**config.mk**
```make
export PLATFORM = sky130hd
export DESIGN_NAME = sgm_back_flat
export DESIGN_NICKNAME = d
export VERILOG_FILES = /design/src/sgm_pkg.sv /design/src/sgm_ifs.sv /design/src/sgm_back.sv /design/src/flat_wrapper.sv
export SDC_FILE = /design/constraint.sdc
export NUM_CORES = 1
export LEC_CHECK = 0
export CORE_ASPECT_RATIO = 0.6
export CORE_MARGIN = 4
export CORE_UTILIZATION = 50
export DETAILED_ROUTE_END_ITERATION = 16
export DONT_BUFFER_PORTS = 1
export PLACE_DENSITY = 0.68
export SLEW_MARGIN = 25
export SYNTH_ARGS = -nofsm -noshare
export SYNTH_HDL_FRONTEND = slang
export SYNTH_SLANG_ARGS = --single-unit
```
**constraint.sdc**
```tcl
create_clock -name clk -period 4.3 [get_ports clk]
set_input_delay 0.86 -clock clk [delete_from_list [all_inputs] [get_ports clk]]
set_output_delay 0.86 -clock clk [all_outputs]
set_load 0.02 [all_outputs]
```
**src/sgm_pkg.sv**
```systemverilog
// ============================================================================
// sgm_pkg
// Shared types and constants for the Sobel gradient magnitude block.
// ============================================================================
`default_nettype none

package sgm_pkg;

    // Configuration port
    localparam int CFG_W = 13;
    localparam int IDX_W = 2;

    localparam logic [IDX_W-1:0] REG_WIDTH  = 2'd0;
    localparam logic [IDX_W-1:0] REG_HEIGHT = 2'd1;
    localparam logic [IDX_W-1:0] REG_GREY   = 2'd2;

    localparam logic [CFG_W-1:0] WIDTH_RESET  = 13'd640;
    localparam logic [CFG_W-1:0] HEIGHT_RESET = 13'd480;
    localparam logic             GREY_RESET   = 1'b0;

    // Geometry limits
    localparam int MIN_WIDTH  = 3;
    localparam int MAX_WIDTH  = 4096;
    localparam int MIN_HEIGHT = 3;

    // Result fields
    localparam int POS_W = 26;

    // Job queue between front and back
    localparam int QUEUE_DEPTH = 4;
    localparam int QPTR_W      = 2;
    localparam int QCNT_W      = 3;

    // Kernel arithmetic: |dx|+|dy| fits 11 bits, divide by 3 via 683/2048
    localparam int               SUM_W       = 11;
    localparam logic [SUM_W-1:0] RECIP_3     = 11'd683;
    localparam int               RECIP_SHIFT = 11;
    localparam logic [7:0]       GRAD_MAX    = 8'd255;

    typedef logic [7:0] byte_t;

    // One kernel job: 3x3 window, win[col*3 + row], col 0 left, row 0 top
    typedef struct packed {
        byte_t [8:0]      win;
        logic [POS_W-1:0] position;
        logic             frame_end;
    } job_t;

    // Queue status seen by front and back
    typedef struct packed {
        logic              valid;
        logic [QCNT_W-1:0] count;
    } q_status_t;

endpackage

`default_nettype wire

```
**src/sgm_ifs.sv**
```systemverilog
// ============================================================================
// sgm_ifs
// Valid/ready stream interfaces for image bytes and gradient results.
// ============================================================================
`default_nettype none


interface sgm_out_if;
    logic        valid;
    logic        ready;
    logic [7:0]  gradient;
    logic [25:0] position;
    logic        frame_end;

    modport source (output valid, output gradient, output position, output frame_end,
                    input ready);
    modport sink   (input valid, input gradient, input position, input frame_end,
                    output ready);
endinterface

`default_nettype wire

```
**src/sgm_back.sv**
```systemverilog
// ============================================================================
// sgm_back
// Sobel kernel: |dx|+|dy| stage, divide by 3 and saturate into the output.
// ============================================================================
`default_nettype none

module sgm_back (
    input  wire logic               clk,
    input  wire logic               rst_n,
    input  wire sgm_pkg::q_status_t q_stat,
    input  wire sgm_pkg::job_t      head,
    output logic                    pop,
    sgm_out_if.source               result
);

    localparam int SW = sgm_pkg::SUM_W;
    localparam int PW = sgm_pkg::POS_W;

    logic          s1_valid_reg, s1_valid_next;
    logic [SW-1:0] sum_reg;
    logic [PW-1:0] pos1_reg;
    logic          end1_reg;

    logic          out_valid_reg, out_valid_next;
    logic [7:0]    grad_reg;
    logic [PW-1:0] pos_out_reg;
    logic          end_out_reg;

    logic          out_move, s1_move, s1_load;
    logic [SW-1:0] px, nx, py, ny, adx, ady, sum;
    logic [2*SW-1:0] prod;
    logic [SW-1:0] quot;
    logic [7:0]    grad;

    // Pipeline handshake
    assign out_move = !out_valid_reg || result.ready;
    assign s1_move  = s1_valid_reg && out_move;
    assign s1_load  = !s1_valid_reg || out_move;
    assign pop      = q_stat.valid && s1_load;

    // Kernel sums and absolute differences
    always_comb
    begin
        px  = (SW'(head.win[7]) << 1) + SW'(head.win[6]) + SW'(head.win[8]);
        nx  = (SW'(head.win[1]) << 1) + SW'(head.win[0]) + SW'(head.win[2]);
        py  = (SW'(head.win[3]) << 1) + SW'(head.win[0]) + SW'(head.win[6]);
        ny  = (SW'(head.win[5]) << 1) + SW'(head.win[2]) + SW'(head.win[8]);
        adx = (px >= nx) ? px - nx : nx - px;
        ady = (py >= ny) ? py - ny : ny - py;
        sum = adx + ady;
    end

    // Divide by 3 through the reciprocal, saturate to a byte
    always_comb
    begin
        prod = (2*SW)'(sum_reg) * (2*SW)'(sgm_pkg::RECIP_3);
        quot = prod[2*SW-1:sgm_pkg::RECIP_SHIFT];
        grad = (quot > SW'(sgm_pkg::GRAD_MAX)) ? sgm_pkg::GRAD_MAX : quot[7:0];
    end

    // Stage valid flags
    always_comb
    begin
        s1_valid_next  = pop ? 1'b1 : (s1_move ? 1'b0 : s1_valid_reg);
        out_valid_next = s1_move ? 1'b1 : (result.ready ? 1'b0 : out_valid_reg);
    end

    always_ff @(posedge clk or negedge rst_n)
    begin
        if (!rst_n)
        begin
            s1_valid_reg  <= 1'b0;
            out_valid_reg <= 1'b0;
        end
        else
        begin
            s1_valid_reg  <= s1_valid_next;
            out_valid_reg <= out_valid_next;
        end
    end

    // Stage payloads
    always_ff @(posedge clk)
    begin
        if (pop)
        begin
            sum_reg  <= sum;
            pos1_reg <= head.position;
            end1_reg <= head.frame_end;
        end
        if (s1_move)
        begin
            grad_reg    <= grad;
            pos_out_reg <= pos1_reg;
            end_out_reg <= end1_reg;
        end
    end

    assign result.valid     = out_valid_reg;
    assign result.gradient  = grad_reg;
    assign result.position  = pos_out_reg;
    assign result.frame_end = end_out_reg;

endmodule

`default_nettype wire

```
**src/flat_wrapper.sv**
```systemverilog
// flat-port wrapper written by rule: the top's interface ports become plain ports
module sgm_back_flat 
  (clk, rst_n, q_stat, head, pop, result_valid, result_gradient, result_position, result_frame_end, result_ready);
  sgm_out_if result_i ();
  input  wire logic clk;
  input  wire logic rst_n;
  input  wire sgm_pkg::q_status_t q_stat;
  input  wire sgm_pkg::job_t head;
  output logic pop;
  output wire logic [$bits(result_i.valid)-1:0] result_valid;
  output wire logic [$bits(result_i.gradient)-1:0] result_gradient;
  output wire logic [$bits(result_i.position)-1:0] result_position;
  output wire logic [$bits(result_i.frame_end)-1:0] result_frame_end;
  input wire logic [$bits(result_i.ready)-1:0] result_ready;
  assign result_valid = result_i.valid;
  assign result_gradient = result_i.gradient;
  assign result_position = result_i.position;
  assign result_frame_end = result_i.frame_end;
  assign result_i.ready = result_ready;
  sgm_back u_core (.clk(clk), .rst_n(rst_n), .q_stat(q_stat), .head(head), .pop(pop), .result(result_i));
endmodule
```
; ---- Word-level counts from Yosys, hierarchy flattened
; Index checks and enable logic that the tools add are counted.
[word_totals]
regBits = 75
input_bits = 106
output_inout_bits = 37
wordCells = 39
[classes]
addsub = 13
mul = 1
order_cmp = 3
mux = 6
n_reduce_logical = 8
[ops]
columns = op, count
row1 = adder 11 x 8 -> 11 bit, 4
row2 = subtractor 11 bit, 4
row3 = adder 9 x 8 -> 10 bit, 4
row4 = >= comparator 11 bit, 2
row5 = 2-to-1 mux 11 bit, 2
row6 = "multiplier 11 x 10 -> 21 bit, second input constant", 1
row7 = adder 11 bit, 1
row8 = "greater-than comparator 10 x 8 -> 1 bit, second input constant", 1
row9 = 2-to-1 mux 1 bit, 4
row10 = nonzero test 2 bit, 2
row11 = logical AND 1 bit, 2
row12 = logical NOT 1 bit, 2
row13 = logical OR 1 bit, 2

; ---- Depth between registers and ports, before layout
[depth]
word_depth = 5
mapped_depth = 31
mapped_depth_nobuf = 31

; ---- Worst setup path before layout
; No wires, ideal clock.
[synth_timing]
path_kind = input port to flip-flop
start = input head[28] (netlist name)
end = register u_core.sum_reg[10] (data pin)
setup_ns = 0.259
arrival_time_ns = 6.626
required_ns = 4.041
path_slack_ns = -2.585
stages = 30
n_path_buf = 1
path_cell_list = ha_1 -> inv_1 -> fa_1 -> inv_1 -> ha_1 -> nor2b_1 -> o21ai_0 -> a21boi_0 -> o21ai_0 -> nand2b_1 -> a21o_1 -> a21oi_1 -> xor2_1 -> ha_1 -> a21oi_2 -> o21ai_2 -> or2_4 -> or4_4 -> buf_6 -> nand2_8 -> mux2_2 -> a21oi_1 -> xnor2_1 -> ha_1 -> o21ai_0 -> a21oi_1 -> o41ai_1 -> o21ai_0 -> xnor3_1 -> xnor2_1
[synth_between]
elab_chain_len = 5
elab_cells_between_ends = 13
classes_between = 9 x add/sub / 2 x order compare / 2 x mux
[synth_rtl]
columns = element, line
row1 = "start, declared", flat_wrapper.sv:8  ; input wire sgm_pkg::job_t head;
row2 = "adder 9 x 8 -> 10 bit, on equally long branches", "sgm_back.sv:45, sgm_back.sv:46"
row3 = "adder 11 x 8 -> 11 bit, on equally long branches", "sgm_back.sv:45, sgm_back.sv:46"
row4 = "subtractor 11 bit, or another cell as far along", sgm_back.sv:48  ; adx = (px >= nx) ? px - nx : nx - px;
row5 = "2-to-1 mux 11 bit, on equally long branches", "sgm_back.sv:48, sgm_back.sv:49"
row6 = adder 11 bit (*), sgm_back.sv:50  ; sum = adx + ady;
row7 = via u_core.sum[10], sgm_back.sv:30  ; logic [SW-1:0] px, nx, py, ny, adx, ady, sum;
row8 = "end signal, assigned", sgm_back.sv:87  ; sum_reg <= sum;
row9 = "end, declared", sgm_back.sv:20  ; logic [SW-1:0] sum_reg;
; The timed path passes the listed nets; every way through them passes the cells marked *.
; A chain may end at the register's enable or synchronous reset.

; ---- Final worst setup path
[layout_timing]
start = input head[28] (netlist name)
end = register u_core.sum_reg[9] (data pin)
; Same word-level chain as after synthesis.

==> Implementation_results.wiki <==
{| class="wikitable"
! Metric !! Value
|-
| Result of the run || complete, but fails checks
|-
| Violations in the final reports || setup timing
|-
| Total area of multi-input combinational cells || 7050 um2
|-
| Number of DRC violations after detailed routing || 0
|-
| Total via count in the routed design || 7943
|-
| Hold Buf Count CTS || 0
|-
| Clock latency of the later-clocked register in the worst-skew pair || 0.34 ns
|-
| Share of post-route cells with drive strength above 1 || 0.356
|-
| Reported max-cap violation count || 0
|-
| Number of nets produced by synthesis || 1269
|-
| Worst hold slack || 0.209 ns
|-
| WP data arrival || 6.38 ns
|-
| Width of the die || 182 um
|-
| Buffer levels on the longest clock path || 2
|-
| GR Overflow Total || 0
|-
| Master of the slowest instance on the critical path || sky130_fd_sc_hd__fa_2
|-
| Height of the die || 112 um
|-
| Total CTS buffers || 9
|-
| Std cell rows || 37
|-
| Post-synthesis area per instance || 9.59 um2
|-
| Number of antenna violations at the first check in global routing || 4
|-
| Most common cell after layout, fill and taps aside || sky130_fd_sc_hd__buf_4
|-
| Sequential fraction of the synthesis area || 0.247
|-
| Hold Crit Class || in -> async
|-
| Setup slack after layout || -2.00 ns
|-
| Total standard cell area after synthesis || 9060 um2
|-
| Sum Neg Setup Slack || -18.23 ns
|-
| Unique masters post-synth || 65
|-
| Number of input and output port buffers inserted || 0
|-
| Detail-routed net length per standard cell || 18.5 um
|-
| Setup repair after global routing missed its margin || yes
|-
| Post-detailed-routing wire length || 27200 um
|-
| GRT busiest layer || met1
|-
| Pin count of the biggest net entering global routing || 36
|-
| Setup Skew || 0.0110 ns
|-
| Pre-Repair DR Iteration Count || 5
|-
| Critical path's most frequent cell || sky130_fd_sc_hd__a21oi_2
|-
| Number of register bits inferred by synthesis || 75
|-
| Proportion of synthesized flip-flops having asynchronous set or reset || 0.0267
|-
| Number of nets in the layout || 1552
|-
| Clock Tree Root || sky130_fd_sc_hd__clkbuf_16
|-
| Iteration-0 DRC count of the detailed router || 588
|-
| Fraction of the cycle the final worst path needs || 1.46
|-
| Aggregate global-route resource usage || 0.256
|-
| Logic depth of the worst register-to-register path || 16
|-
| EDFF count, synth || 73
|-
| Fmax achieved || 159 MHz
|-
| Largest stage delay on the critical path || 0.58 ns
|-
| Register-to-register setup slack || -0.43 ns
|-
| Met3 GRT Util || 0.0767
|-
| Top_reg_cell synth || sky130_fd_sc_hd__edfxtp_1
|-
| Hold violation total from the final report || 0
|-
| Measured slew at the worst slew-check pin || 0.666 ns
|-
| Via count of the first global-routing pass || 7881
|-
| Sort of element at the end of the critical path || register
|-
| Non-filler cells, final || 1467
|-
| Die footprint || 20400 um2
|-
| Slew HR || 0.551
|-
| Half-perimeter wire length after placement || 21500 um
|-
| Critical path peak fanout || 5
|-
| Number of antenna repair diodes || 0
|-
| TritonCTS clock tree || done
|-
| Yosys warning total || 0
|-
| Growth of design area from synthesis to finish || 39.4%
|-
| Routability cong. || 0.923
|-
| Via density || 5.41
|-
| Placed insts || 1422
|-
| Final worst path period need || 6.30 ns
|-
| Met1 usage in global routing || 0.392
|-
| Cell count after synthesis || 945
|-
| Met2 usage || 0.364
|-
| CP required || 4.39 ns
|-
| Remaining number of nets flagged by the antenna check after routing || 0
|-
| Top library cells by usage in the layout, fill and taps aside || sky130_fd_sc_hd__buf_4, sky130_fd_sc_hd__ha_1, sky130_fd_sc_hd__inv_1
|-
| Filler cells || 1240
|-
| Finish-stage setup viols || 18
|-
| Number of pins exceeding their max-slew limit in the final report || 0
|-
| Initial core utilization || 0.519
|-
| Type of element launching the critical path || input pin
|-
| Number of top-level pins || 143
|-
| Clock transition at the register clock pins on the worst setup and hold paths after CTS || 0.06 ns
|-
| Count of H-tree levels built during CTS || 3
|-
| Area inside the core boundary || 17500 um2
|-
| Sinks on the clock net || 75
|-
| Start-to-end type of the worst setup path || in -> reg
|-
| Register area || 2240 um2
|-
| Utilization after layout || 0.724
|-
| Global-route wire length before repair || 41700 um
|}
==> cells by family (layout without fill, tap and decap cells) <==
kind of cell,count (synthesis),count (layout),synth area share
multiplexers,12,12,0.0139
buffers and inverters,167,455,0.0711
flip-flops,75,75,0.247
XOR/XNOR,80,80,0.0788
AO/OA/AOI/OAI,238,238,0.167
AND/OR/NAND/NOR,155,155,0.0879
adder cells (fa/ha/maj),218,218,0.333
==> worst paths after layout <==
path                                                                end                         start
worst max-delay path                        u_core.sum_reg[9]$_DFFE_PP_                      head[28]
min in group clk                    u_core.result.position[8]$_DFFE_PP_  u_core.pos1_reg[8]$_DFFE_PP_
worst max register to register  u_core.result.gradient[6]$_SDFFCE_PN1P_   u_core.sum_reg[2]$_DFFE_PP_
max in group asynchronous               u_core.s1_valid_reg$_DFFE_PN0P_                         rst_n
worst min-delay path                    u_core.result.valid$_DFFE_PN0P_                         rst_n
worst min register to register      u_core.result.position[8]$_DFFE_PP_  u_core.pos1_reg[8]$_DFFE_PP_
==> routing by layer <==
metal	vias to the layer above	routed length [um]
li1	3865	-
met1	3752	13200
met2	284	11200
met3	36	2440
met4	6	267
met5	-	34
==> final cells by class <==
type                            instances  area share
Tap cell                              234      0.0232
Clock buffer                           10      0.0181
Clock inverter                          6     0.00565
Sequential cell                        75       0.177
Timing Repair Buffer                  278       0.169
Inverter                              161      0.0480
Multi-Input combinational cell        703       0.558
==> repair_timing <==
| action | CTS | global route |
|---|---|---|
| cloned | 0 | 0 |
| buffers inserted | 23 | 7 |
| resized for setup | 81 | 58 |
| setup endpoints to repair | 18 | 18 |
| pin swaps | 68 | 70 |
==> critical path: cells and delay by family <==
family,cells,cell delay (ns)
AO/OA/AOI/OAI,14,2.14
XOR/XNOR,1,0.20
adder cells (fa/ha/maj),5,1.49
buffers and inverters,3,0.23
multiplexers,1,0.33
AND/OR/NAND/NOR,5,1.10
==> synth_stat cells (all sizes together), types with 15 or more instances <==
cell,number,area (um2)
a21o,37,278
o21ai,54,274
ha,179,2240
nand2b,15,93.8
xnor2,55,482
nor2,45,169
fa,39,781
xor2,24,210
inv,161,604
nand2,35,150
a21oi,77,408
edfxtp,73,2190
==> per-stage QoR <==
| step | worst slack, ns | area (um2) |
|---|---|---|
| 2_1_floorplan | -2.05 | 9240 |
| 3_3_place_gp | -2.52 | 11400 |
| 3_5_place_dp | -2.56 | 11400 |
| 4_1_cts | -1.82 | 12300 |
| 5_1_grt | -2.21 | 12600 |
| 6_report | -2.00 | 12600 |
Power is left out: the tool's default activity adds up to more than one toggle a clock period on the data nets, which glitch-free logic cannot reach.
