File: src/sgm_pkg.sv
// ============================================================================
// sgm_pkg
// Shared types and constants for the Sobel gradient magnitude block.
// ============================================================================
`default_nettype none

package sgm_pkg;

    // Configuration port
    localparam int CFG_W = 13;
    localparam int IDX_W = 2;

    localparam logic [IDX_W-1:0] REG_WIDTH  = 2'd0;
    localparam logic [IDX_W-1:0] REG_HEIGHT = 2'd1;
    localparam logic [IDX_W-1:0] REG_GREY   = 2'd2;

    localparam logic [CFG_W-1:0] WIDTH_RESET  = 13'd640;
    localparam logic [CFG_W-1:0] HEIGHT_RESET = 13'd480;
    localparam logic             GREY_RESET   = 1'b0;

    // Geometry limits
    localparam int MIN_WIDTH  = 3;
    localparam int MAX_WIDTH  = 4096;
    localparam int MIN_HEIGHT = 3;

    // Result fields
    localparam int POS_W = 26;

    // Job queue between front and back
    localparam int QUEUE_DEPTH = 4;
    localparam int QPTR_W      = 2;
    localparam int QCNT_W      = 3;

    // Kernel arithmetic: |dx|+|dy| fits 11 bits, divide by 3 via 683/2048
    localparam int               SUM_W       = 11;
    localparam logic [SUM_W-1:0] RECIP_3     = 11'd683;
    localparam int               RECIP_SHIFT = 11;
    localparam logic [7:0]       GRAD_MAX    = 8'd255;

    typedef logic [7:0] byte_t;

    // One kernel job: 3x3 window, win[col*3 + row], col 0 left, row 0 top
    typedef struct packed {
        byte_t [8:0]      win;
        logic [POS_W-1:0] position;
        logic             frame_end;
    } job_t;

    // Queue status seen by front and back
    typedef struct packed {
        logic              valid;
        logic [QCNT_W-1:0] count;
    } q_status_t;

endpackage

`default_nettype wire

File: src/sgm_queue.sv
// ============================================================================
// sgm_queue
// Short job queue decoupling the byte front from the kernel back.
// ============================================================================
`default_nettype none

module sgm_queue (
    input  wire logic               clk,
    input  wire logic               rst_n,
    input  wire logic               push,
    input  wire sgm_pkg::job_t      push_job,
    input  wire logic               pop,
    output sgm_pkg::q_status_t      stat,
    output sgm_pkg::job_t           head
);

    sgm_pkg::job_t                   slots [sgm_pkg::QUEUE_DEPTH];
    logic [sgm_pkg::QPTR_W-1:0]      wr_ptr_reg, rd_ptr_reg;
    logic [sgm_pkg::QCNT_W-1:0]      count_reg, count_next;

    assign stat.valid = (count_reg != '0);
    assign stat.count = count_reg;
    assign head       = slots[rd_ptr_reg];

    // Track fill level
    always_comb
    begin
        count_next = count_reg;
        if (push && !pop)
        begin
            count_next = count_reg + 1'b1;
        end
        else if (pop && !push)
        begin
            count_next = count_reg - 1'b1;
        end
    end

    // Pointers and fill level
    always_ff @(posedge clk or negedge rst_n)
    begin
        if (!rst_n)
        begin
            wr_ptr_reg <= '0;
            rd_ptr_reg <= '0;
            count_reg  <= '0;
        end
        else
        begin
            if (push)
            begin
                wr_ptr_reg <= wr_ptr_reg + 1'b1;
            end
            if (pop)
            begin
                rd_ptr_reg <= rd_ptr_reg + 1'b1;
            end
            count_reg <= count_next;
        end
    end

    // Store pushed jobs
    always_ff @(posedge clk)
    begin
        if (push)
        begin
            slots[wr_ptr_reg] <= push_job;
        end
    end

endmodule

`default_nettype wire

File: config.mk
export PLATFORM = sky130hd
export DESIGN_NAME = sgm_queue
export DESIGN_NICKNAME = d
export VERILOG_FILES = /design/src/sgm_pkg.sv /design/src/sgm_queue.sv
export SDC_FILE = /design/constraint.sdc
export NUM_CORES = 1
export LEC_CHECK = 0
export ABC_AREA = 1
export BUFFER_PORTS_ARGS = -buffer_cell sky130_fd_sc_hd__buf_2
export CAP_MARGIN = 20
export CORE_MARGIN = 4
export CORE_UTILIZATION = 45
export CTS_CLUSTER_SIZE = 30
export DETAILED_ROUTE_END_ITERATION = 7
export PLACE_DENSITY = 0.64
export SLEW_MARGIN = 20
export SYNTH_ARGS = -nofsm -noshare
export SYNTH_HDL_FRONTEND = slang
export SYNTH_SLANG_ARGS = --single-unit
File: constraint.sdc
create_clock -name clk -period 8.4 [get_ports clk]
set_input_delay 0.84 -clock clk [delete_from_list [all_inputs] [get_ports clk]]
set_output_delay 0.84 -clock clk [all_outputs]
set_load 0.01 [all_outputs]
* Yosys cells after proc, flatten, opt, wreduce, memory -nomap -nowiden
Memory sizes are Yosys's and may differ from the RTL's.
Cells that the tools add are included.
** Storage, ports and cells
- Output and inout port bits :: 103
- Memory bits (writable) :: 396
- Memories :: 1
- Register bits after elaboration :: 7
- Latch bits :: 0
- Input bits :: 103
- Word-level logic and storage cells :: 18
- ROM bits :: 0
** Operators by class
- Order comparisons :: 0
- Div/mod/pow operators :: 0
- Multiply operators :: 0
- Mux-type cells :: 4
- Add/sub/neg operators :: 4
- Reductions and logical operators :: 6
- Shift operators :: 0
- Bitwise gates (word level) :: 0
- Equality and inequality tests :: 0
** Memories
- slots :: depth 4, width 99, rd ports 1, clocked after Yosys merged registers in 0, write ports 1, RTL line sgm_queue.sv:17 : sgm_pkg::job_t slots [sgm_pkg::QUEUE_DEPTH];
** Operators with widths (count)
- $mux 3 :: 2
- $add 2x1->2 const B :: 2
- $add 3x1->3 const B :: 1
- $reduce_bool 3->1 :: 1
- $sub 3x1->3 const B :: 1
- $logic_and 1x1->1 :: 2
- $logic_not 1->1 :: 2
- $mux 1 :: 2
- $reduce_bool 2->1 :: 1

* Logic depth before layout (Yosys ltp)
Gate-level depths: netlist of the first run.
- Word-level depth :: 4
- Depth in mapped cells :: 9
- Depth with buffers taken out :: 9

* Least setup slack after synthesis of the first run
Ideal clock, no wire load.
- Path kind :: input -> register
- Start :: in push
- End :: mem slots[0][0] (netlist name) (enable)
- Setup time :: 0.453 ns
- Arrival time :: 3.047 ns
- Cell stages on the path :: 3
- Setup slack :: 4.900 ns
- Required time :: 7.947 ns
- Path through :: clkbuf_1 nand2_1 inv_1
** On the way
- Longest elaborated chain between the ends :: 2
** RTL lines
- start: declaration :: RTL line sgm_queue.sv:10 : input wire logic push,
- $mux 1 :: RTL line sgm_queue.sv:65 : if (push)
- $mux 1 (not written as such) :: RTL line sgm_queue.sv:67 : slots[wr_ptr_reg] <= push_job;
- end: declaration :: RTL line sgm_queue.sv:17
Every way passes these cells.

==> metrics.md, run 1 <==
| Metric | Value |
|---|---|
| Status | `complete, no violations` |
| Setup repair after global routing missed its margin | `no` |
| R2R Path End | `slots[2][61]$_DFFE_PP_` |
| Post-CTS Setup Repair Bufs | `0` |
| Worst r2r src | `wr_ptr_reg[0]$_DFFE_PN0P_` |
| Final Hold Fails | `0` |
| Worst Hold Class | `input pin to asynchronous set/reset pin` |
| Die Span Y | `196 um` |
| Final min period | `3.90 ns` |
| H-Tree Depth | `2` |
| Pleak | `7.51 nW` |
| WS Path Type | `flip-flop to output pin` |
| Count of final setup violators | `0` |
| Placed Area | `0.0173 mm^2` |
| Avg Synthesized Cell Area | `13.3 um^2` |
| Number of flops mapped to enable cells by yosys | `396` |
| Worst-path clk slew | `0.06 ns` |
| GRT Total Usage | `16.1%` |
| CTS buffer count | `43` |
| Routed via count | `9,290` |
| WL per Instance | `16.7 um` |
| Fraction of the yosys area taken by sequential cells | `75.5%` |
| Primary FF master, synth | `edfxtp_1` |
| CORE AREA | `0.0348 mm^2` |
| Post-detail-place hpwl | `17.7 mm` |
| Worst Setup Start Kind | `flip-flop` |
| Crit-path cells | `inv_4 -> buf_4 -> o211ai_1 -> nand2_1 -> buf_2` |
| Worst path max stage delay | `0.77 ns` |
| Gpl congestion | `0.711` |
| WP data required | `7.56 ns` |
| DRT Wirelength | `31.5 mm` |
| Worst EP arrival | `3.06 ns` |
| Fin area | `0.0188 mm^2` |
| Drt first pass iters | `5` |
| Worst slew margin | `40.7%` |
| Area grow syn2layout | `17.4%` |
| Worst-case reg-to-reg path depth | `5` |
| Detail Route Antenna Nets | `0` |
| Element type at the critical path end | `output pin` |
| Reg area | `0.0121 mm^2` |
| Clock sink count | `403` |
| Synth area leaders | `edfxtp_1, o211ai_1, nand2_1` |
| Nets | `1,504` |
| Vias in the first global route | `9,204` |
| Hold buffers post-CTS | `0` |
| Via density per instance | `4.93` |
| Sw Pwr | `2.26 mW` |
| Syn Inst Count | `1,202` |
| Most common cell in the netlist | `edfxtp_1` |
| Fill count | `2,913` |
| Period utilisation layout | `46.4%` |
| Highest clock rate | `257 MHz` |
| First-pass GRT wire length | `49.6 mm` |
| I/O Pins | `206` |
| Yosys warns | `0` |
| DRC violations left | `0` |
| Slowest CP cell | `buf_4` |
| Initial antenna violation count | `6` |
| Post-synth top cells | `edfxtp_1, nand2_1, inv_1` |
| Die width | `196 um` |
| R2R Setup Slk | `5.90 ns` |
| TritonCTS clock tree | `built` |
| Seq cells post-synth | `403` |
| Initial DRC Count | `380` |
| Power Dens Cells | `358 mW/mm^2` |
| Netlist cell types | `19` |
| Core Rows | `68` |
| Cell Int Power | `4.47 mW` |
| Worst hold-check slack | `0.134 ns` |
| Worst-path fanout max | `65` |
| Mapped Nets | `1,311` |
| Largest net degree at the start of global routing | `183` |
| Setup TNS | `0 ns` |
| Final Max Tran Viols | `0` |
| Fraction of layout instances using a drive strength above 1 | `19.5%` |
| Clock Tree Buf Depth | `3` |
| Max reg flops | `396` |
| Clk pwr share | `27.8%` |
| Area of the multi-input gates | `0.00279 mm^2` |
| Sequential share of power | `41.9%` |
| Sw frac | `33.6%` |
| Cell taking the most area after synthesis | `edfxtp_1` |
| Share of the synthesized area in the top cell type | `74.4%` |
| Maxcap violations | `0` |
| Post-Route Skew | `0.0107 ns` |
| Clk_lat worst skew | `0.54 ns` |
| Port bufs | `205` |
| CTS resizes | `0` |
| GR Overflow Total | `0` |
| Initial core utilization | `45.9%` |
| Asr flop ratio synth | `1.74%` |
| Syn Std Cell Area | `0.0160 mm^2` |
| Worst Tran Pin Value | `0.889 ns` |
| VDD IR-drop max | `266 uV` |
| Die area | `0.0386 mm^2` |
| Root Buffer | `clkbuf_16` |
| Comb power frac | `30.3%` |
[per-stage QoR]
stage | total power, mW | std cells | utilization [%] | setup slack (ns)
5_1_grt | 7.17 | 1883 | 53.9 | 4.26
3_3_place_gp | 4.93 | 1805 | 49.8 | 5.02
3_5_place_dp | 4.96 | 1805 | 49.8 | 5.01
4_1_cts | 6.84 | 1883 | 53.9 | 4.42
2_1_floorplan | 4.19 | 1202 | - | 4.90
6_report | 6.72 | 1885 | 53.9 | 4.50
[power by group through the flow]
stage / sequential (mW) / clock (mW) / combinational, mW
after global routing: 2.85 / 2.01 / 2.31
after CTS: 2.82 / 1.91 / 2.10
after detailed placement: 2.86 / 0 / 2.10
after global placement: 2.85 / 0 / 2.08
after floorplan: 2.77 / 0 / 1.42
final: 2.81 / 1.87 / 2.04
[cell type report]
class / instances / share of cell area (%)
multi-input combinational: 523 / 14.9
inverter: 210 / 4.27
tap: 455 / 3.03
antenna: 2 / 0.0267
timing repair buffer: 214 / 5.90
clock buffer: 60 / 6.41
clock inverter: 18 / 1.12
sequential: 403 / 64.4
[critical path: cells and delay by family (launching register included)]
family	cells	cell delay [ns]
buf+inv	3	1.37
simple gates	1	0.12
compound gates	1	0.22
flops	1	0.74
[cell families (layout without fill, tap and decap cells)]
| kind of cell | after synthesis | in the layout | synth area share [%] |
|---|---|---|---|
| compound gates | 199 | 199 | 9.33 |
| xor+xnor | 4 | 4 | 0.219 |
| fa+ha+maj | 6 | 6 | 0.517 |
| buf+inv | 276 | 502 | 7.03 |
| flops | 403 | 403 | 75.5 |
| other cells | 0 | 2 | 0 |
| simple gates | 314 | 314 | 7.40 |
[metal layers]
layer / track usage [%] / part of all wire (%)
met5: 0 / 0.16
met1: 20.4 / 41
met2: 27.3 / 49
met3: 5.04 / 7.8
met4: 4.03 / 1.8
[worst max path at each step]
stage	endpoint	slack [ns]	start	depth (start not counted)
finish	head[75]	4.50	rd_ptr_reg[1]$_DFFE_PN0P_	5
floorplan	slots[0][0]$_DFFE_PP_	4.90	push	3
global placement	head[12]	5.02	rd_ptr_reg[1]$_DFFE_PN0P_	5
detailed placement	head[75]	5.01	rd_ptr_reg[1]$_DFFE_PN0P_	5
CTS	head[75]	4.42	rd_ptr_reg[1]$_DFFE_PN0P_	5
global route	head[84]	4.26	rd_ptr_reg[1]$_DFFE_PN0P_	5
[placed cells by master (no fill, tap or decap)]
master / netlist / final
diode_2: 0 / 2
edfxtp_1: 396 / 396
clkinv_1: 0 / 7
ha_1: 5 / 5
bufinv_16: 0 / 5
inv_1: 209 / 205
nor2_1: 1 / 1
xor2_1: 3 / 3
inv_4: 0 / 5
nand4_1: 1 / 1
buf_4: 3 / 8
buf_12: 0 / 1
clkbuf_1: 10 / 13
nand3_1: 1 / 1
o211ai_1: 198 / 198
fa_1: 1 / 1
clkinv_2: 0 / 5
dfrtp_1: 7 / 5
nand2_1: 311 / 311
dfrtp_4: 0 / 2
inv_6: 0 / 1
o21ai_0: 1 / 1
clkbuf_16: 0 / 45
buf_2: 43 / 205
xnor2_1: 1 / 1
clkbuf_8: 0 / 2
Power figures use the tool's default switching activity.
==> run 2, diff against run 1 <==
--- a/config.mk
+++ b/config.mk
@@ -5,7 +5,7 @@
 export SDC_FILE = /design/constraint.sdc
 export NUM_CORES = 1
 export LEC_CHECK = 0
-export ABC_AREA = 1
+export ABC_AREA = 0
 export BUFFER_PORTS_ARGS = -buffer_cell sky130_fd_sc_hd__buf_2
 export CAP_MARGIN = 20
 export CORE_MARGIN = 4
==> constraint.sdc (replaced) <==
create_clock -name clk -period 3.8 [get_ports clk]
set_input_delay 0.38 -clock clk [delete_from_list [all_inputs] [get_ports clk]]
set_output_delay 0.38 -clock clk [all_outputs]
set_load 0.01 [all_outputs]
==> metrics.md, run 2 <==
| Metric | Value |
|---|---|
| Status | `complete, no violations (unchanged)` |
| Commonest non-fill, non-tap cell in the layout | `edfxtp_1 (unchanged)` |
| Sw frac | `28.5% (was 33.6%)` |
| Clk_lat worst skew | `0.52 ns (was 0.54 ns)` |
| Initial DRC Count | `314 (was 380)` |
| Final Max Tran Viols | `0 (unchanged)` |
| Via density per instance | `5.22 (was 4.93)` |
| Avg Synthesized Cell Area | `26.7 um^2 (was 13.3 um^2)` |
| Placed Area | `0.0163 mm^2 (was 0.0173 mm^2)` |
| Number of flops mapped to enable cells by yosys | `396 (unchanged)` |
| Share of the synthesized area in the top cell type | `81.0% (was 74.4%)` |
| Crit path depth | `3 (was 5)` |
| DRT Wirelength | `27.5 mm (was 31.5 mm)` |
| Drt first pass iters | `4 (was 5)` |
| Worst-path fanout max | `34 (was 65)` |
| Worst Tran Pin Value | `0.860 ns (was 0.889 ns)` |
| Worst EP arrival | `2.52 ns (was 3.06 ns)` |
| Crit-path cells | `buf_12 -> mux4_2 -> buf_2 (was inv_4 -> buf_4 -> o211ai_1 -> nand2_1 -> buf_2)` |
| Pleak | `5.95 nW (was 7.51 nW)` |
| Sequential share of power | `46.2% (was 41.9%)` |
| GR peak layer | `met2 (unchanged)` |
| CTS resizes | `0 (unchanged)` |
| Post-detail-place hpwl | `17.2 mm (was 17.7 mm)` |
| Maxcap violations | `0 (unchanged)` |
| WP data required | `3.42 ns (was 7.56 ns)` |
| Clk pwr share | `26.7% (was 27.8%)` |
| Port bufs | `205 (unchanged)` |
| Initial core utilization | `46.1% (was 45.9%)` |
| Die Span Y | `189 um (was 196 um)` |
| Setup repair after global routing missed its margin | `no (unchanged)` |
| Comb power frac | `27.1% (was 30.3%)` |
| Worst r2r src | `wr_ptr_reg[0]$_DFFE_PN0P_ (unchanged)` |
| Most common cell in the netlist | `edfxtp_1 (unchanged)` |
| Worst slew margin | `42.7% (was 40.7%)` |
| R2R Setup Slk | `1.61 ns (was 5.90 ns)` |
| DRC violations left | `0 (unchanged)` |
| Syn Inst Count | `550 (was 1,202)` |
| Final min period | `2.90 ns` |
| Die area | `0.0356 mm^2 (was 0.0386 mm^2)` |
| Netlist cell types | `18 (was 19)` |
| Period utilisation layout | `76.4%` |
| R2R Path End | `slots[0][52]$_DFFE_PP_ (was slots[2][61]$_DFFE_PP_)` |
| Largest net degree at the start of global routing | `55 (was 183)` |
| Initial antenna violation count | `6 (unchanged)` |
| TritonCTS clock tree | `built (unchanged)` |
| Power Dens Cells | `771 mW/mm^2 (was 358 mW/mm^2)` |
| Routed via count | `6,535 (was 9,290)` |
| Die width | `189 um (was 196 um)` |
| Element type at the critical path end | `output pin (unchanged)` |
| Grt met1 use | `19.1% (was 20.4%)` |
| CORE AREA | `0.0319 mm^2 (was 0.0348 mm^2)` |
| Root Buffer | `clkbuf_16 (unchanged)` |
| Final Hold Fails | `0 (unchanged)` |
| Sw Pwr | `3.84 mW (was 2.26 mW)` |
| Commonest non-fill, non-tap cells in the layout | `edfxtp_1, buf_2, mux4_2 (was edfxtp_1, nand2_1, inv_1, buf_2, o211ai_1)` |
| GR Overflow Total | `0 (unchanged)` |
| Detail Route Antenna Nets | `0 (unchanged)` |
| Asr flop ratio synth | `1.74% (unchanged)` |
| Worst path max stage delay | `0.84 ns (was 0.77 ns)` |
| Worst-case reg-to-reg path depth | `4 (was 5)` |
| Primary FF master, synth | `edfxtp_1 (unchanged)` |
| Worst Hold Class | `input pin to flip-flop (was input pin to asynchronous set/reset pin)` |
| Slowest CP cell | `dfrtp_4 (was buf_4)` |
| Post-Route Skew | `0.0162 ns (was 0.0107 ns)` |
| Setup TNS | `0 ns (unchanged)` |
| Met3 usage | `4.09% (was 5.04%)` |
| Mapped Nets | `659 (was 1,311)` |
| Synth area leaders | `edfxtp_1, mux4_2, dfrtp_1 (was edfxtp_1, o211ai_1, nand2_1)` |
| Yosys warns | `0 (unchanged)` |
| Fraction of the yosys area taken by sequential cells | `82.2% (was 75.5%)` |
| Worst Setup Start Kind | `flip-flop (unchanged)` |
| WL per Instance | `22.0 um (was 16.7 um)` |
| VDD IR-drop max | `497 uV (was 266 uV)` |
| Core Rows | `65 (was 68)` |
| Fill count | `2,442 (was 2,913)` |
| Gpl congestion | `0.736 (was 0.711)` |
| WS Path Type | `flip-flop to output pin (unchanged)` |
| H-Tree Depth | `2 (unchanged)` |
| Crit path to | `head[5] (was head[75])` |
| Count of final setup violators | `0 (unchanged)` |
| Vias in the first global route | `7,207 (was 9,204)` |
| CP bufs+invs | `2 (was 3)` |
| CTS buffer count | `41 (was 43)` |
| Beginning of the critical path | `rd_ptr_reg[0]$_DFFE_PN0P_ (was rd_ptr_reg[1]$_DFFE_PN0P_)` |
| Post-synth top cells | `edfxtp_1, mux4_2, buf_6 (was edfxtp_1, nand2_1, inv_1)` |
| I/O Pins | `206 (unchanged)` |
| Syn Std Cell Area | `0.0147 mm^2 (was 0.0160 mm^2)` |
| Max reg flops | `396 (unchanged)` |
| GRT Total Usage | `15.5% (was 16.1%)` |
| Clock Tree Buf Depth | `3 (unchanged)` |
| Crit path max-delay family | `flip-flops (was buffers and inverters)` |
| Cell Int Power | `9.62 mW (was 4.47 mW)` |
| Fraction of layout instances using a drive strength above 1 | `46.6% (was 19.5%)` |
| Fin area | `0.0175 mm^2 (was 0.0188 mm^2)` |
| Highest clock rate | `344 MHz` |
| Nets | `897 (was 1,504)` |
| Cell taking the most area after synthesis | `edfxtp_1 (unchanged)` |
| Clock sink count | `403 (unchanged)` |
| First-pass GRT wire length | `42.6 mm (was 49.6 mm)` |
| GR Util met2 | `27.4% (was 27.3%)` |
| Area grow syn2layout | `19.0% (was 17.4%)` |
| Worst-path clk slew | `0.06 ns (about the same)` |
| Seq cells post-synth | `403 (unchanged)` |
## run 2: kinds of logic (layout without fill, tap and decap cells)
logic type	Yosys count	in the layout	share of synthesized area [%]
other	0	1	0
adder cells (fa/ha/maj)	6	6	0.562
AO/OA/AOI/OAI	1	1	0.0341
multiplexers	100	100	15.3
flip-flops	403	403	82.2
buffers and inverters	26	292	1.30
XOR/XNOR	6	6	0.358
AND/OR/NAND/NOR	8	8	0.290
## run 2: layout make-up
cell class              instances  area, um^2  share of cell area (%)
clock buffers                  47        1050                    6.00
flip-flops and latches        403       12100                    69.1
diodes                          1        2.50                  0.0143
well taps                     435         544                    3.12
clock inverters                24         153                   0.874
inverters                       4        15.0                  0.0860
multi-input cells             121        2430                    13.9
repair buffers                217        1190                    6.83
## run 2: how the worst min path moves through the flow
stage,startpoint,to,cells past startpoint
detailed placement,rst_n,count_reg[2]$_DFFE_PN0P_,1
CTS,push_job[11],slots[2][11]$_DFFE_PP_,1
finish,push_job[5],slots[1][5]$_DFFE_PP_,1
global route,push_job[93],slots[2][93]$_DFFE_PP_,1
floorplan,rst_n,count_reg[0]$_DFFE_PN0P_,0
global placement,rst_n,count_reg[2]$_DFFE_PN0P_,1
## run 2: power by group through the flow
stage          registers (mW)  clock network [mW]  logic [mW]
6_report                 6.23                3.59        3.65
5_1_grt                  6.32                3.89        3.95
4_1_cts                  6.25                3.68        3.79
3_5_place_dp             6.34                   0        3.77
3_3_place_gp             6.28                   0        3.73
2_1_floorplan            6.11                   0        2.57
## run 2: through the flow
stage / hold slack, ns / setup WS [ns] / std cells / util (%) / power, mW
floorplan: 0.0844 / 0.422 / 550 / - / 8.68
global placement: 0.219 / 1.40 / 1179 / 51.0 / 10.0
detailed placement: 0.222 / 1.37 / 1179 / 51.0 / 10.1
CTS: 0.0454 / 0.803 / 1251 / 54.8 / 13.7
global route: 0.0522 / 0.722 / 1252 / 54.8 / 14.2
finish: 0.0720 / 0.897 / 1252 / 54.8 / 13.5
## run 2: repair_timing
| item | in CTS | in global routing |
|---|---|---|
| hold buffers | 1 | 0 |
| hold endpoints to repair | 7 | 0 |
| setup buffers | 0 | 0 |
## run 2: layer usage
| layer | vias to the layer above | routed length [um] |
|---|---|---|
| li1 | 2854 | - |
| met1 | 3434 | 10700 |
| met2 | 189 | 14600 |
| met3 | 48 | 1630 |
| met4 | 10 | 468 |
| met5 | - | 73 |
==> run 3, diff against run 2 <==
--- a/config.mk
+++ b/config.mk
@@ -12,7 +12,7 @@
 export CORE_UTILIZATION = 45
 export CTS_CLUSTER_SIZE = 30
 export DETAILED_ROUTE_END_ITERATION = 7
-export PLACE_DENSITY = 0.64
+export PLACE_DENSITY = 0.67
 export SLEW_MARGIN = 20
 export SYNTH_ARGS = -nofsm -noshare
 export SYNTH_HDL_FRONTEND = slang
==> constraint.sdc (replaced) <==
create_clock -name clk -period 2.51 [get_ports clk]
set_input_delay 0.251 -clock clk [delete_from_list [all_inputs] [get_ports clk]]
set_output_delay 0.251 -clock clk [all_outputs]
set_load 0.01 [all_outputs]
==> metrics.md, run 3 (same netlist as run 2, synthesis figures left out) <==
| Metric | Value |
|---|---|
| Status | `complete, no violations (unchanged)` |
| CTS buffer count | `43 (was 41)` |
| Initial antenna violation count | `2 (was 6)` |
| DRC violations left | `0 (unchanged)` |
| GR Overflow Total | `0 (unchanged)` |
| Clk_lat worst skew | `0.51 ns (was 0.52 ns)` |
| Pre-CTS setup slack | `0.623 ns (was 1.37 ns)` |
| Setup repair after global routing missed its margin | `yes (was no)` |
| Final Hold Fails | `0 (unchanged)` |
| Worst-path fanout max | `48 (was 34)` |
| Worst r2r src | `wr_ptr_reg[0]$_DFFE_PN0P_ (unchanged)` |
| Worst Setup Start Kind | `flip-flop (unchanged)` |
| Vias in the first global route | `7,895 (was 7,207)` |
| I/O Pins | `206 (unchanged)` |
| Root Buffer | `clkbuf_16 (unchanged)` |
| Power Dens Cells | `1130 mW/mm^2 (was 771 mW/mm^2)` |
| Maxcap violations | `0 (unchanged)` |
| TritonCTS clock tree | `built (unchanged)` |
| Initial core utilization | `46.1% (unchanged)` |
| Worst slew margin | `74.5% (was 42.7%)` |
| Port bufs | `205 (unchanged)` |
| Clock Tree Buf Depth | `3 (unchanged)` |
| Post-Route Skew | `0.00937 ns (was 0.0162 ns)` |
| Routed via count | `6,966 (was 6,535)` |
| Initial DRC Count | `340 (was 314)` |
| Fin area | `0.0187 mm^2 (was 0.0175 mm^2)` |
| DRT Wirelength | `28.8 mm (was 27.5 mm)` |
| Die area | `0.0356 mm^2 (unchanged)` |
| R2R Path End | `slots[3][8]$_DFFE_PP_ (was slots[0][52]$_DFFE_PP_)` |
| H-Tree Depth | `2 (unchanged)` |
| Largest net degree at the start of global routing | `54 (was 55)` |
| Nets | `1,002 (was 897)` |
| Worst hold path depth | `2 (was 1)` |
| Via density per instance | `5.12 (was 5.22)` |
| Detail Route Antenna Nets | `0 (unchanged)` |
| WP data required | `2.26 ns (was 3.42 ns)` |
| Highest clock rate | `417 MHz` |
| Commonest non-fill, non-tap cell in the layout | `edfxtp_1 (unchanged)` |
| Core Rows | `65 (unchanged)` |
| Fraction of layout instances using a drive strength above 1 | `41.6% (was 46.6%)` |
| Gpl congestion | `0.724 (was 0.736)` |
| Worst hold-check slack | `0.0668 ns (was 0.0720 ns)` |
| Final setup margin | `0.113 ns (was 0.897 ns)` |
| Count of final setup violators | `0 (unchanged)` |
| Final min period | `2.40 ns` |
| Max reg flops | `396 (unchanged)` |
| WL per Instance | `21.1 um (was 22.0 um)` |
| WS Path Type | `flip-flop to output pin (unchanged)` |
| Final Max Tran Viols | `0 (unchanged)` |
| Final core occ | `58.6% (was 54.8%)` |
| Pleak | `6.46 nW (was 5.95 nW)` |
| Element type at the critical path end | `output pin (unchanged)` |
| Clock sink count | `403 (unchanged)` |
| GRT Total Usage | `16.2% (was 15.5%)` |
| Worst Hold End | `wr_ptr_reg[0]$_DFFE_PN0P_ (was slots[1][5]$_DFFE_PP_)` |
| VDD IR-drop max | `742 uV (was 497 uV)` |
| Worst Hold Class | `input pin to flip-flop (unchanged)` |
| CORE AREA | `0.0319 mm^2 (unchanged)` |
| Placed Area | `0.0163 mm^2 (about the same)` |
| Worst-case reg-to-reg path depth | `3 (was 4)` |
| R2R Setup Slk | `0.79 ns (was 1.61 ns)` |
| Hold Crit Start | `push (was push_job[5])` |
| Area grow syn2layout | `27.3% (was 19.0%)` |
| Die width | `189 um (unchanged)` |
| Worst Tran Pin Value | `0.382 ns (was 0.860 ns)` |
| First-pass GRT wire length | `45.0 mm (was 42.6 mm)` |
| Commonest non-fill, non-tap cells in the layout | `edfxtp_1, buf_2, dlygate4sd3_1 (was edfxtp_1, buf_2, mux4_2)` |
| Inst Count DP | `1,182 (was 1,179)` |
| Post-CTS Setup Repair Bufs | `0 (unchanged)` |
| Worst-path clk slew | `0.06 ns (about the same)` |
| Final std cells w/o fill | `1,361 (was 1,252)` |
| Die Span Y | `189 um (unchanged)` |
| Period utilisation layout | `95.5%` |
| Worst EP arrival | `2.15 ns (was 2.52 ns)` |
| Post-detail-place hpwl | `16.8 mm (was 17.2 mm)` |
| Drt first pass iters | `4 (unchanged)` |
run 3: through the flow:
step / total power [mW] / TNS, ns
finish: 21.1 / 0
global route: 22.2 / -0.0329
CTS: 21.4 / 0
detailed placement: 15.4 / 0
global placement: 15.2 / 0
floorplan: 13.1 / 0
run 3: how the worst max path moves through the flow:
stage / start / end / cells after the start / slack [ns]
2_1_floorplan: wr_ptr_reg[0]$_DFFE_PN0P_ / slots[2][0]$_DFFE_PP_ / 3 / 0.23
3_3_place_gp: rd_ptr_reg[0]$_DFFE_PN0P_ / head[46] / 3 / 0.65
3_5_place_dp: rd_ptr_reg[0]$_DFFE_PN0P_ / head[46] / 3 / 0.62
4_1_cts: rd_ptr_reg[0]$_DFFE_PN0P_ / head[46] / 3 / 0.05
5_1_grt: rd_ptr_reg[0]$_DFFE_PN0P_ / head[44] / 3 / -0.01
6_report: rd_ptr_reg[0]$_DFFE_PN0P_ / head[44] / 3 / 0.11
run 3: layout make-up:
cell class                      count  area, um^2
Tap cell                          435         544
Multi-Input combinational cell    121        2430
Antenna cell                        2        5.00
Inverter                            4        15.0
Sequential cell                   403       12100
Timing Repair Buffer              320        2300
Fill cell                        2276       13200
Clock inverter                     19         121
Clock buffer                       57        1200
run 3: repair_timing:
item / 4_1_cts / 5_1_grt
setup endpoints to repair: 0 / 14
gates resized for setup: 0 / 3
endpoints found under the hold margin: 404 / 0
hold buffers: 101 / 0
run 3: power by group:
| group | internal, mW | total [mW] | switching (mW) |
|---|---|---|---|
| sequential | 8.80 | 9.13 | 0.329 |
| combinational | 2.89 | 6.12 | 3.24 |
| clock | 3.46 | 5.82 | 2.36 |
run 3: per-layer routing:
metal | part of all wire, % | up-vias | GRT usage (%) | wire [um]
met5 | 0 | - | 0 | 0
met2 | 53 | 261 | 28.8 | 15100
met4 | 2.3 | 0 | 4.46 | 650
li1 | - | 3068 | - | -
met1 | 38 | 3583 | 20.0 | 11000
met3 | 6.7 | 54 | 4.08 | 1920
run 3: worst max-delay path, stage by stage, from the launching register on:
cell	delay, ns
dfrtp_4	0.49
buf_16	0.32
mux4_2	0.61
buf_6	0.15
